### src/hdl/ldf_pkg.sv
// Shared types, constants and helpers for the lidar packet deframer.
package ldf_pkg;

  localparam int unsigned LDF_QUEUE_DEPTH = 4;

  localparam logic [7:0] SYNC_BYTE1 = 8'hAA;
  localparam logic [7:0] SYNC_BYTE2 = 8'h55;
  localparam logic [15:0] SYNC_WORD = 16'h55AA;
  localparam logic [14:0] ANGLE_WRAP = 15'd23040;
  localparam logic [7:0] MAX_SAMPLES_RESET = 8'd252;

  localparam logic [1:0] RK_SAMPLE = 2'd0;
  localparam logic [1:0] RK_END = 2'd1;
  localparam logic [1:0] RK_REJECT = 2'd2;

  typedef enum logic [1:0] {
    EV_SAMPLE,
    EV_SAMPLE_END,
    EV_END,
    EV_REJECT
  } ev_kind_t;

  typedef struct packed {
    ev_kind_t    kind;
    logic [7:0]  sample_index;
    logic [15:0] distance_raw;
    logic        checksum_ok;
    logic        scan_start;
    logic [7:0]  sample_count;
    logic [15:0] first_angle_word;
    logic [15:0] last_angle_word;
  } ev_t;

  function automatic logic [14:0] angle_of(input logic [15:0] word);
    logic [14:0] a;
    a = word[15:1];
    if (a > ANGLE_WRAP) begin
      a = a - ANGLE_WRAP;
    end
    return a;
  endfunction

endpackage

### src/hdl/ldf_front.sv
// Byte parser: sync hunt, header capture, sample assembly and checksum.
module ldf_front import ldf_pkg::*; (
  input  logic       clk,
  input  logic       rst,
  input  logic       accept,
  input  logic [7:0] data_byte,
  input  logic [7:0] max_samples,
  output logic       ev_push,
  output ev_t        ev
);

  typedef enum logic [1:0] {
    PH_HUNT,
    PH_SYNC2,
    PH_HEADER,
    PH_SAMPLES
  } phase_t;

  phase_t      phase, phase_next;
  logic [8:0]  pos, pos_next;
  logic [7:0]  ptype, ptype_next;
  logic [7:0]  count, count_next;
  logic [15:0] fsa, fsa_next;
  logic [15:0] lsa, lsa_next;
  logic [15:0] chk, chk_next;
  logic [15:0] run_xor, run_xor_next;
  logic [7:0]  low, low_next;

  logic [15:0] word;
  logic [15:0] xor_word;
  logic [8:0]  idx_plus;

  always_comb begin
    phase_next   = phase;
    pos_next     = pos;
    ptype_next   = ptype;
    count_next   = count;
    fsa_next     = fsa;
    lsa_next     = lsa;
    chk_next     = chk;
    run_xor_next = run_xor;
    low_next     = low;
    ev_push      = 1'b0;
    ev           = '0;
    word         = {data_byte, low};
    xor_word     = run_xor ^ word;
    idx_plus     = {1'b0, pos[8:1]} + 9'd1;
    if (accept) begin
      unique case (phase)
        PH_HUNT: begin
          if (data_byte == SYNC_BYTE1) begin
            phase_next = PH_SYNC2;
          end
        end
        PH_SYNC2: begin
          pos_next = '0;
          if (data_byte == SYNC_BYTE2) begin
            phase_next   = PH_HEADER;
            run_xor_next = SYNC_WORD;
          end else begin
            phase_next = PH_HUNT;
          end
        end
        PH_HEADER: begin
          unique case (pos[2:0])
            3'd0: ptype_next = data_byte;
            3'd1: begin
              count_next   = data_byte;
              run_xor_next = run_xor ^ {data_byte, ptype};
            end
            3'd2: fsa_next = {8'h00, data_byte};
            3'd3: begin
              fsa_next     = {data_byte, fsa[7:0]};
              run_xor_next = run_xor ^ {data_byte, fsa[7:0]};
            end
            3'd4: lsa_next = {8'h00, data_byte};
            3'd5: begin
              lsa_next     = {data_byte, lsa[7:0]};
              run_xor_next = run_xor ^ {data_byte, lsa[7:0]};
            end
            3'd6: chk_next = {8'h00, data_byte};
            default: chk_next = {data_byte, chk[7:0]};
          endcase
          if (pos[2:0] == 3'd7) begin
            ev.scan_start       = ptype[0];
            ev.sample_count     = count;
            ev.first_angle_word = fsa;
            ev.last_angle_word  = lsa;
            pos_next            = '0;
            if (count > max_samples) begin
              ev_push    = 1'b1;
              ev.kind    = EV_REJECT;
              phase_next = PH_HUNT;
            end else if (count == 8'd0) begin
              ev_push        = 1'b1;
              ev.kind        = EV_END;
              ev.checksum_ok = (run_xor == {data_byte, chk[7:0]});
              phase_next     = PH_HUNT;
            end else begin
              phase_next = PH_SAMPLES;
            end
          end else begin
            pos_next = pos + 9'd1;
          end
        end
        default: begin
          if (!pos[0]) begin
            low_next = data_byte;
            pos_next = pos + 9'd1;
          end else begin
            run_xor_next        = xor_word;
            ev_push             = 1'b1;
            ev.sample_index     = pos[8:1];
            ev.distance_raw     = word;
            ev.scan_start       = ptype[0];
            ev.sample_count     = count;
            ev.first_angle_word = fsa;
            ev.last_angle_word  = lsa;
            ev.checksum_ok      = (xor_word == chk);
            if (idx_plus >= {1'b0, count}) begin
              ev.kind    = EV_SAMPLE_END;
              phase_next = PH_HUNT;
              pos_next   = '0;
            end else begin
              ev.kind  = EV_SAMPLE;
              pos_next = pos + 9'd1;
            end
          end
        end
      endcase
    end
  end

  always_ff @(posedge clk) begin
    if (rst) begin
      phase <= PH_HUNT;
      pos   <= '0;
    end else begin
      phase   <= phase_next;
      pos     <= pos_next;
      ptype   <= ptype_next;
      count   <= count_next;
      fsa     <= fsa_next;
      lsa     <= lsa_next;
      chk     <= chk_next;
      run_xor <= run_xor_next;
      low     <= low_next;
    end
  end

  a_reject_hunts: assert property (@(posedge clk) disable iff (rst)
    ev_push && ev.kind == EV_REJECT |=> phase == PH_HUNT && pos == 9'd0)
    else $error("reject did not restart hunting");

  a_push_needs_accept: assert property (@(posedge clk) disable iff (rst)
    ev_push |-> accept && (phase == PH_HEADER || phase == PH_SAMPLES))
    else $error("event pushed outside a packet");

  a_header_pos: assert property (@(posedge clk) disable iff (rst)
    phase == PH_HEADER |-> pos[8:3] == 6'd0)
    else $error("header position out of range");

endmodule

### src/hdl/ldf_queue.sv
// Short event queue between the parser and the result sequencer.
module ldf_queue import ldf_pkg::*; #(
  parameter int unsigned DEPTH = LDF_QUEUE_DEPTH
) (
  input  logic clk,
  input  logic rst,
  input  logic push,
  input  ev_t  din,
  output logic full,
  input  logic pop,
  output ev_t  dout,
  output logic empty
);

  localparam int unsigned PW = (DEPTH > 1) ? $clog2(DEPTH) : 1;
  localparam int unsigned CW = $clog2(DEPTH + 1);
  localparam logic [PW-1:0] LAST_PTR = PW'(DEPTH - 1);
  localparam logic [CW-1:0] DEPTH_CNT = CW'(DEPTH);

  ev_t           mem [DEPTH];
  logic [PW-1:0] wr_ptr;
  logic [PW-1:0] rd_ptr;
  logic [CW-1:0] count;
  logic          do_push;
  logic          do_pop;

  assign full    = (count == DEPTH_CNT);
  assign empty   = (count == '0);
  assign do_push = push && !full;
  assign do_pop  = pop && !empty;
  assign dout    = mem[rd_ptr];

  always_ff @(posedge clk) begin
    if (do_push) begin
      mem[wr_ptr] <= din;
    end
  end

  always_ff @(posedge clk) begin
    if (rst) begin
      wr_ptr <= '0;
      rd_ptr <= '0;
      count  <= '0;
    end else begin
      if (do_push) begin
        wr_ptr <= (wr_ptr == LAST_PTR) ? '0 : wr_ptr + 1'b1;
      end
      if (do_pop) begin
        rd_ptr <= (rd_ptr == LAST_PTR) ? '0 : rd_ptr + 1'b1;
      end
      if (do_push && !do_pop) begin
        count <= count + 1'b1;
      end else if (do_pop && !do_push) begin
        count <= count - 1'b1;
      end
    end
  end

  a_count_bound: assert property (@(posedge clk) disable iff (rst)
    count <= DEPTH_CNT)
    else $error("queue count overflow");

  a_count_track: assert property (@(posedge clk) disable iff (rst)
    do_push && !do_pop |=> count == $past(count) + 1'b1)
    else $error("queue count lost a push");

endmodule

### src/hdl/ldf_back.sv
// Result sequencer: expands queued events into result transfers.
module ldf_back import ldf_pkg::*; (
  input  logic        clk,
  input  logic        rst,
  input  ev_t         head,
  input  logic        q_empty,
  output logic        q_pop,
  input  logic        pop,
  output logic        empty,
  output logic [1:0]  result_kind,
  output logic [7:0]  sample_index,
  output logic [15:0] distance_raw,
  output logic        checksum_ok,
  output logic        scan_start,
  output logic [7:0]  sample_count,
  output logic [14:0] first_angle,
  output logic [14:0] last_angle,
  output logic        last
);

  logic second;
  logic first_of_two;
  logic is_sample;
  logic take;

  assign empty        = q_empty;
  assign take         = pop && !q_empty;
  assign first_of_two = (head.kind == EV_SAMPLE_END) && !second;
  assign is_sample    = (head.kind == EV_SAMPLE) || first_of_two;
  assign q_pop        = take && !first_of_two;

  always_comb begin
    last         = !first_of_two;
    sample_index = '0;
    distance_raw = '0;
    checksum_ok  = 1'b0;
    scan_start   = 1'b0;
    sample_count = '0;
    first_angle  = '0;
    last_angle   = '0;
    if (is_sample) begin
      result_kind  = RK_SAMPLE;
      sample_index = head.sample_index;
      distance_raw = head.distance_raw;
    end else begin
      result_kind  = (head.kind == EV_REJECT) ? RK_REJECT : RK_END;
      checksum_ok  = (head.kind == EV_REJECT) ? 1'b0 : head.checksum_ok;
      scan_start   = head.scan_start;
      sample_count = head.sample_count;
      first_angle  = angle_of(head.first_angle_word);
      last_angle   = angle_of(head.last_angle_word);
    end
  end

  always_ff @(posedge clk) begin
    if (rst) begin
      second <= 1'b0;
    end else if (take) begin
      second <= first_of_two;
    end
  end

  a_split_second: assert property (@(posedge clk) disable iff (rst)
    take && first_of_two |=> second && !q_empty && head.kind == EV_SAMPLE_END)
    else $error("end result of a final sample went missing");

  a_second_only_end: assert property (@(posedge clk) disable iff (rst)
    second && !q_empty |-> head.kind == EV_SAMPLE_END)
    else $error("second half flagged on a single-result event");

endmodule

### src/hdl/lidar_packet_deframer_core.sv
// Top level of the lidar packet deframer: parser, event queue, result sequencer, APB register.
//
// One received byte is taken per clock whenever the event queue has room; full rises only
// when the QUEUE_DEPTH-entry event queue between parser and result side is filled. Each byte
// gives zero or one queued event, written in the cycle the byte is taken. The byte that
// completes the last sample of a packet gives two results (sample, then packet end) that
// leave on two consecutive pops, so a result consumer popping every cycle never throttles
// the byte stream. Each result is read out of the registered event queue. max_samples is
// sampled when a header completes; it resets to 252 and is written at APB addresses 0 to 3.
module lidar_packet_deframer_core import ldf_pkg::*; #(
  parameter int unsigned QUEUE_DEPTH = LDF_QUEUE_DEPTH
) (
  input  logic        clk,
  input  logic        rst,
  input  logic        push,
  output logic        full,
  input  logic [7:0]  data_byte,
  output logic        empty,
  input  logic        pop,
  output logic [1:0]  result_kind,
  output logic [7:0]  sample_index,
  output logic [15:0] distance_raw,
  output logic        checksum_ok,
  output logic        scan_start,
  output logic [7:0]  sample_count,
  output logic [14:0] first_angle,
  output logic [14:0] last_angle,
  output logic        last,
  input  logic        psel,
  input  logic        penable,
  input  logic        pwrite,
  input  logic [2:0]  paddr,
  input  logic [31:0] pwdata,
  output logic [31:0] prdata,
  output logic        pready
);

  logic [7:0] max_samples;
  logic       accept;
  logic       ev_push;
  ev_t        ev_in;
  ev_t        ev_head;
  logic       q_full;
  logic       q_empty;
  logic       q_pop;

  assign pready = 1'b1;
  assign prdata = (paddr[2] == 1'b0) ? {24'h000000, max_samples} : 32'h0;

  always_ff @(posedge clk) begin
    if (rst) begin
      max_samples <= MAX_SAMPLES_RESET;
    end else if (psel && penable && pwrite && pready && paddr[2] == 1'b0) begin
      max_samples <= pwdata[7:0];
    end
  end

  assign full   = q_full;
  assign accept = push && !q_full;

  ldf_front u_front (
    .clk         (clk),
    .rst         (rst),
    .accept      (accept),
    .data_byte   (data_byte),
    .max_samples (max_samples),
    .ev_push     (ev_push),
    .ev          (ev_in)
  );

  ldf_queue #(
    .DEPTH (QUEUE_DEPTH)
  ) u_queue (
    .clk   (clk),
    .rst   (rst),
    .push  (ev_push),
    .din   (ev_in),
    .full  (q_full),
    .pop   (q_pop),
    .dout  (ev_head),
    .empty (q_empty)
  );

  ldf_back u_back (
    .clk          (clk),
    .rst          (rst),
    .head         (ev_head),
    .q_empty      (q_empty),
    .q_pop        (q_pop),
    .pop          (pop),
    .empty        (empty),
    .result_kind  (result_kind),
    .sample_index (sample_index),
    .distance_raw (distance_raw),
    .checksum_ok  (checksum_ok),
    .scan_start   (scan_start),
    .sample_count (sample_count),
    .first_angle  (first_angle),
    .last_angle   (last_angle),
    .last         (last)
  );

endmodule
### config.mk
export PLATFORM = sky130hd
export DESIGN_NAME = lidar_packet_deframer_core
export DESIGN_NICKNAME = d
export VERILOG_FILES = /design/src/hdl/ldf_pkg.sv /design/src/hdl/ldf_front.sv /design/src/hdl/ldf_queue.sv /design/src/hdl/ldf_back.sv /design/src/hdl/lidar_packet_deframer_core.sv
export SDC_FILE = /design/constraint.sdc
export NUM_CORES = 1
export LEC_CHECK = 0
export BUFFER_PORTS_ARGS = -buffer_cell sky130_fd_sc_hd__buf_2
export CAP_MARGIN = 15
export CORE_UTILIZATION = 35
export CTS_CLUSTER_SIZE = 30
export DETAILED_ROUTE_END_ITERATION = 16
export GPL_TIMING_DRIVEN = 0
export HOLD_SLACK_MARGIN = 0.06
export PLACE_DENSITY = 0.59
export SYNTH_ARGS = -nofsm -noshare
export SYNTH_HDL_FRONTEND = slang
export SYNTH_SLANG_ARGS = --single-unit
### constraint.sdc
create_clock -name clk -period 13.63 [get_ports clk]
set_clock_uncertainty 0.1 [all_clocks]
set_input_delay 0.6815 -clock clk [delete_from_list [all_inputs] [get_ports clk]]
set_output_delay 0.6815 -clock clk [all_outputs]
set_load 0.005 [all_outputs]
# Word level (Yosys, flattened, before mapping)
# Memories as Yosys holds them, arrays and structs flattened. A register that Yosys moved wholly into a read port is not among the register bits.
# Cells that the tools add are included.
dict set report classes {
  addsub 8
  n_mux 58
  n_bitwise 12
  reduce_logical 44
  eq_ne 22
  magnitude_cmp 4
}
# operator n
set op_table {}
lappend op_table {{$mux 68} 2}
lappend op_table {{$pmux 16 s2} 3}
lappend op_table {{$pmux 16 s3} 2}
lappend op_table {{$pmux 42 s2} 1}
lappend op_table {{$xor 16x16->16} 4}
lappend op_table {{$mux 15} 4}
lappend op_table {{$mux 16} 3}
lappend op_table {{$mux 42} 1}
lappend op_table {{$eq 16x16->1} 2}
lappend op_table {{$mux 2} 16}
lappend op_table {{$gt 15x15->1 const B} 2}
lappend op_table {{$sub 15x15->15 const B} 2}
lappend op_table {{$mux 9} 3}
lappend op_table {{$pmux 9 s3} 1}
lappend op_table {{$mux 24} 1}
lappend op_table {{$mux 8} 3}
lappend op_table {{$reduce_and 4->1} 6}
lappend op_table {{$reduce_and 5->1} 4}
lappend op_table {{$eq 3x3->1 const B} 5}
lappend op_table {{$mux 1} 13}
lappend op_table {{$logic_and 1x1->1} 11}
lappend op_table {{$add 8x1->9 const B} 1}
lappend op_table {{$add 9x1->9 const B} 1}
lappend op_table {{$ge 9x8->1} 1}
lappend op_table {{30 further kinds} 56}
dict set report totals {
  input_bits 50
  n_memories 1
  ff_bits 115
  ramBits 272
  out_inout_bits 102
  elab_cells 166
}
# memory depth word_bits read_ports rd_ports_with_merged_regs write_ports line
set mem_list {}
lappend mem_list {u_queue.mem 4 68 1 1 1 ldf_queue.sv:20} ;# ev_t mem [DEPTH];

# Logic depth before layout (Yosys ltp)
dict set report depth {
  ltp_word 11
  depth_mapped 14
}

# Modules after synthesis
# From an unflattened synthesis, not the netlist that was laid out.
dict set report unflattened {
  cells_unflattened 1166
  area_unflattened_um2 17608.1
}
# module area_per_inst_um2 cells_each instances
set modules_own_cells {}
lappend modules_own_cells {ldf_queue 10306.1 406 1}
lappend modules_own_cells {ldf_front 5833.1 559 1}
lappend modules_own_cells {ldf_back 862.1 130 1}
lappend modules_own_cells {lidar_packet_deframer_core 606.8 71 1}

# Worst setup path before layout
# No wires, ideal clock.
dict set report synth_timing {
  path_kind {input to register}
  from {input port push}
  to {memory u_queue.mem[0][10] in the netlist's numbering, enable pin}
  required_ns 13.031
  slack_ns 8.554
  setup_ns 0.499
  n_path_buf 0
  path_stages 5
  arrival_ns 4.477
  cell_sequence {nor2b_1 nand3_1 a211oi_1 a21oi_1 nor2b_1}
}
dict set report synth_between {
  elab_chain_cells 5
}
# item line
set synth_lines {}
lappend synth_lines {{start, declared} lidar_packet_deframer_core.sv:15} ;# input logic push,
lappend synth_lines {{$logic_and 1x1->1} lidar_packet_deframer_core.sv:59} ;# assign accept = push && !q_full;
lappend synth_lines {{$mux 1} ldf_front.sv:48} ;# if (accept) begin
lappend synth_lines {{$logic_and 1x1->1} ldf_queue.sv:29} ;# assign do_push = push && !full;
lappend synth_lines {{$mux 1} ldf_queue.sv:34} ;# if (do_push) begin
lappend synth_lines {{$mux 1 (implied by the code)} ldf_queue.sv:35} ;# mem[wr_ptr] <= din;
lappend synth_lines {{end, declared} ldf_queue.sv:20}
# No other way between the ends.

==> summary.md <==
| Metric | Value |
|---|---|
| Routed wire length | 40,700 um |
| Via count | about 9,900 |
| Seq/Total Area, Yosys | around two thirds |
| Vias in the first global route | roughly 10,000 |
| Least-Margin Pin Slew | 1110 ps |
| Die ar. | 0.0495 mm2 |
| Worst setup EP type | output port |
| DRT Pass-1 Iters | 5 |
| Min-Delay Endpoint | max_samples[3] |
| Top FF cell, synth | edfxtp_1 |
| First-pass GRT wire length | 61,500 um |
| Layout cells sized above 1 | 21.6% |
| Final ANT Viol Nets | 0 |
| Residual DRC count | 0 |
| Clk root buf | clkbuf_16 |
| Post-route total power | 0.00259 W |
| GRT Util Overall | 16.4% |
| Max Cap Viol | 0 |
| Crit Path Max Fanout | 10 |
| Synthesized flop and latch total | about 380 |
| Post-DP HPWL | 28,400 um |
| Hold Buf Count CTS | 0 |
| H-tree Lvls | 2 |
| Worst min-delay path startpoint | pwdata[3] |
| Drt initial violations | 763 |
| Post-route minimum period | 4870 ps |
| Netlist cell types | 67 |
| Crit share post-route | a little over a third |
| PwrDens | 130 mW/mm2 |
| CP bufs+invs | 4 |
| Final-report setup violation count | 0 |
| Setup TNS | 0 ps |
| Die height | 222 um |
| Max IR drop VDD | 92.7 uV |
| Gate count after technology mapping | 1,128 |
| Gp weighted congestion | 0.888 |
| Wire per inst | around 21 um |
| Reg clk slew, reported paths | roughly 60 ps |
| Post-synth ARST share | 0% |
| Core area | between 0.04 and 0.05 mm2 |
| Initial Util | 35.5% |
| Dpl cell area | about 0.019 mm2 |
| PostCTS Resize Cnt | 0 |
| Clock latency on the worst-skew pair | 560 ps |
| Global route total overflow | 0 |
| Sink Count | 381 |
| Sequential share of power | 49.2% |
| Total Nets Final | approximately 1,400 |
| Syn Area/Cell | 15.1 um2 |
| Total I/O pin count | ~150 |
| CP delay by family, top | buffers and inverters |
| Pint | 0.00201 W |
| Startpoint types | flip-flop |
| EDFF count, synth | 352 |
| Num CTS Buffers | 40 |
| NetSw | 0.000585 W |
| Hold path cells | 2 |
| Crit path cell chain | buf_2 > clkbuf_1 > mux4_2 > a21oi_2 > clkbuf_1 > nor2b_1 > buf_2 |
| CP max stage delay | 740 ps |
| Reg2Reg Depth | 12 |
| Slowest CP cell | a21oi_2 |
| Vias/cell | 5.06 |
| Leakage | approximately 6.4 nW |
| Final hold vios | 0 |
| Hold Path Class | primary input to flip-flop |
| Worst endpoint required time | 12,850 ps |
| Sw frac | 22.6% |
| # rows | 80 |
| RSZ-0062 raised after global routing | no |
| Fin. max-slew vios | 0 |
| Ant. Diodes | 0 |
| Synthesis-to-layout area growth | 17.4% |
| Status | complete, no violations |
| WP data arrival | 4090 ps |
| Power share of the clock group | a little over two fifths |
| Min Hold Slack | 242 ps |
| Port bufs | 98 |
| R2r setup slk | 9640 ps |
| Fmax | 205 MHz |
| Slew Limit Headroom | roughly 26% |
| Final WS setup | between 8000 and 9000 ps |
| Post-place setup slack | 9320 ps |
| Crit path kind | flip-flop to output port |
| Setup repair bufs after CTS | 0 |
| Maximum clock insertion buffer count | 3 |
| Initial antenna violation count | 0 |
| Reg-to-Reg End | u_queue.count[2] |
| Final Cell Area | about 0.020 mm2 |
| Yosys warns | 0 |
| Area of the mapped netlist | 0.0170 mm2 |
| DIE WIDTH | 222 um |
| Logic pwr share | 8.6% |
| Largest net degree at the start of global routing | 28 |
| CTS tree | built |
flip-flops by register name, summed over array words and instances, names as in the netlist, 3 cells and up, named ones only:
| signal | flops |
|---|---|
| u_queue.mem | 264 |
| u_front.chk | 16 |
| u_front.fsa | 16 |
| u_front.lsa | 16 |
| u_front.run_xor | 16 |
| max_samples | 8 |
| u_front.count | 8 |
| u_front.low | 8 |
| u_front.pos | 8 |
| u_front.ptype | 8 |
| u_queue.count | 3 |
power by group through the flow:
stage	clock network [W]	registers [W]	logic, W
after detailed placement	0	0.00130	0.000229
after CTS	0.00111	0.00128	0.000229
after floorplan	0	0.00130	0.000167
after global routing	0.00115	0.00128	0.000245
after global placement	0	0.00130	0.000226
final	0.00109	0.00128	0.000224
layout make-up:
cell class / count / area (um2)
multi-input cells: 651 / 5410
clock inverters: 15 / 191
inverters: 37 / 139
flip-flops and latches: 381 / 11200
fillers: 4366 / 27900
well taps: 615 / 769
clock buffers: 58 / 1130
repair buffers: 112 / 739
plain buffers: 82 / 443
layout by cell type (no fill, tap or decap), drive strengths merged, types with 8 or more instances in the layout:
| cell type | instances |
|---|---|
| a21oi | 31 |
| buf | 148 |
| ha | 38 |
| and3 | 23 |
| dfxtp | 29 |
| nand2 | 38 |
| mux4 | 66 |
| xnor2 | 37 |
| nor2 | 60 |
| clkbuf | 104 |
| o21ai | 16 |
| nand4 | 13 |
| edfxtp | 352 |
| xor2 | 24 |
| nor2b | 47 |
| inv | 38 |
| and2 | 114 |
| nor3 | 17 |
| conb | 25 |
| clkinv | 8 |
| nand3 | 9 |
| a221oi | 8 |
kinds of logic after synthesis:
logic type               share of synthesized area, %
AO/OA/AOI/OAI                                    3.83
XOR/XNOR                                         3.14
adder cells (fa/ha/maj)                          2.91
buffers and inverters                            3.42
flip-flops                                       65.6
multiplexers                                     9.06
other                                          0.0442
AND/OR/NAND/NOR                                  12.0
worst max path at each step:
stage                                    end  slack, ps  cells past startpoint
after floorplan           u_queue.mem[0][10]       8550                      5
after global placement    u_queue.mem[0][19]       5370                      6
after detailed placement     sample_count[3]       9320                      7
after CTS                    sample_count[3]       8710                      7
after global routing          first_angle[3]       8580                      7
final                        sample_count[3]       8760                      7
worst register-to-register path, delay by kind of cell (launching register included):
kind	cells	cell delay, ps
and+or+nand+nor	3	810
DFF	1	410
adders and majority gates	2	640
AOI/OAI and AO/OA	1	140
buffers and inverters	4	1160
xor gates and xnor gates	1	190
muxes	1	470
stage by stage:
step | utilization, % | std cells
5_1_grt | 41.7 | 1951
3_3_place_gp | 38.4 | 1864
3_5_place_dp | 39.0 | 1877
4_1_cts | 41.7 | 1950
6_report | 41.7 | 1951
2_1_floorplan | - | 1151
cell usage after synthesis (all sizes together) (29+ instances only):
| cell type | count | share of area, % |
|---|---|---|
| dfxtp | 29 | 3.4 |
| ha | 38 | 2.8 |
| edfxtp | 352 | 62 |
| inv | 36 | 0.79 |
| buf | 36 | 1.6 |
| xnor2 | 37 | 1.9 |
| a21oi | 31 | 0.93 |
| and2 | 114 | 4.2 |
| clkbuf | 46 | 1.0 |
| nand2 | 38 | 0.84 |
| mux4 | 66 | 8.8 |
| nor2b | 47 | 1.7 |
| nor2 | 60 | 1.3 |
layer usage:
| layer | track usage, % | wire length (um) | up-vias |
|---|---|---|---|
| li1 | - | - | 4524 |
| met1 | 22.4 | 18100 | 4966 |
| met2 | 26.4 | 19200 | 306 |
| met3 | 2.90 | 2170 | 68 |
| met4 | 5.87 | 1190 | 0 |
| met5 | 0 | 0 | - |
Note: power is estimated with default switching activity, not from simulation.
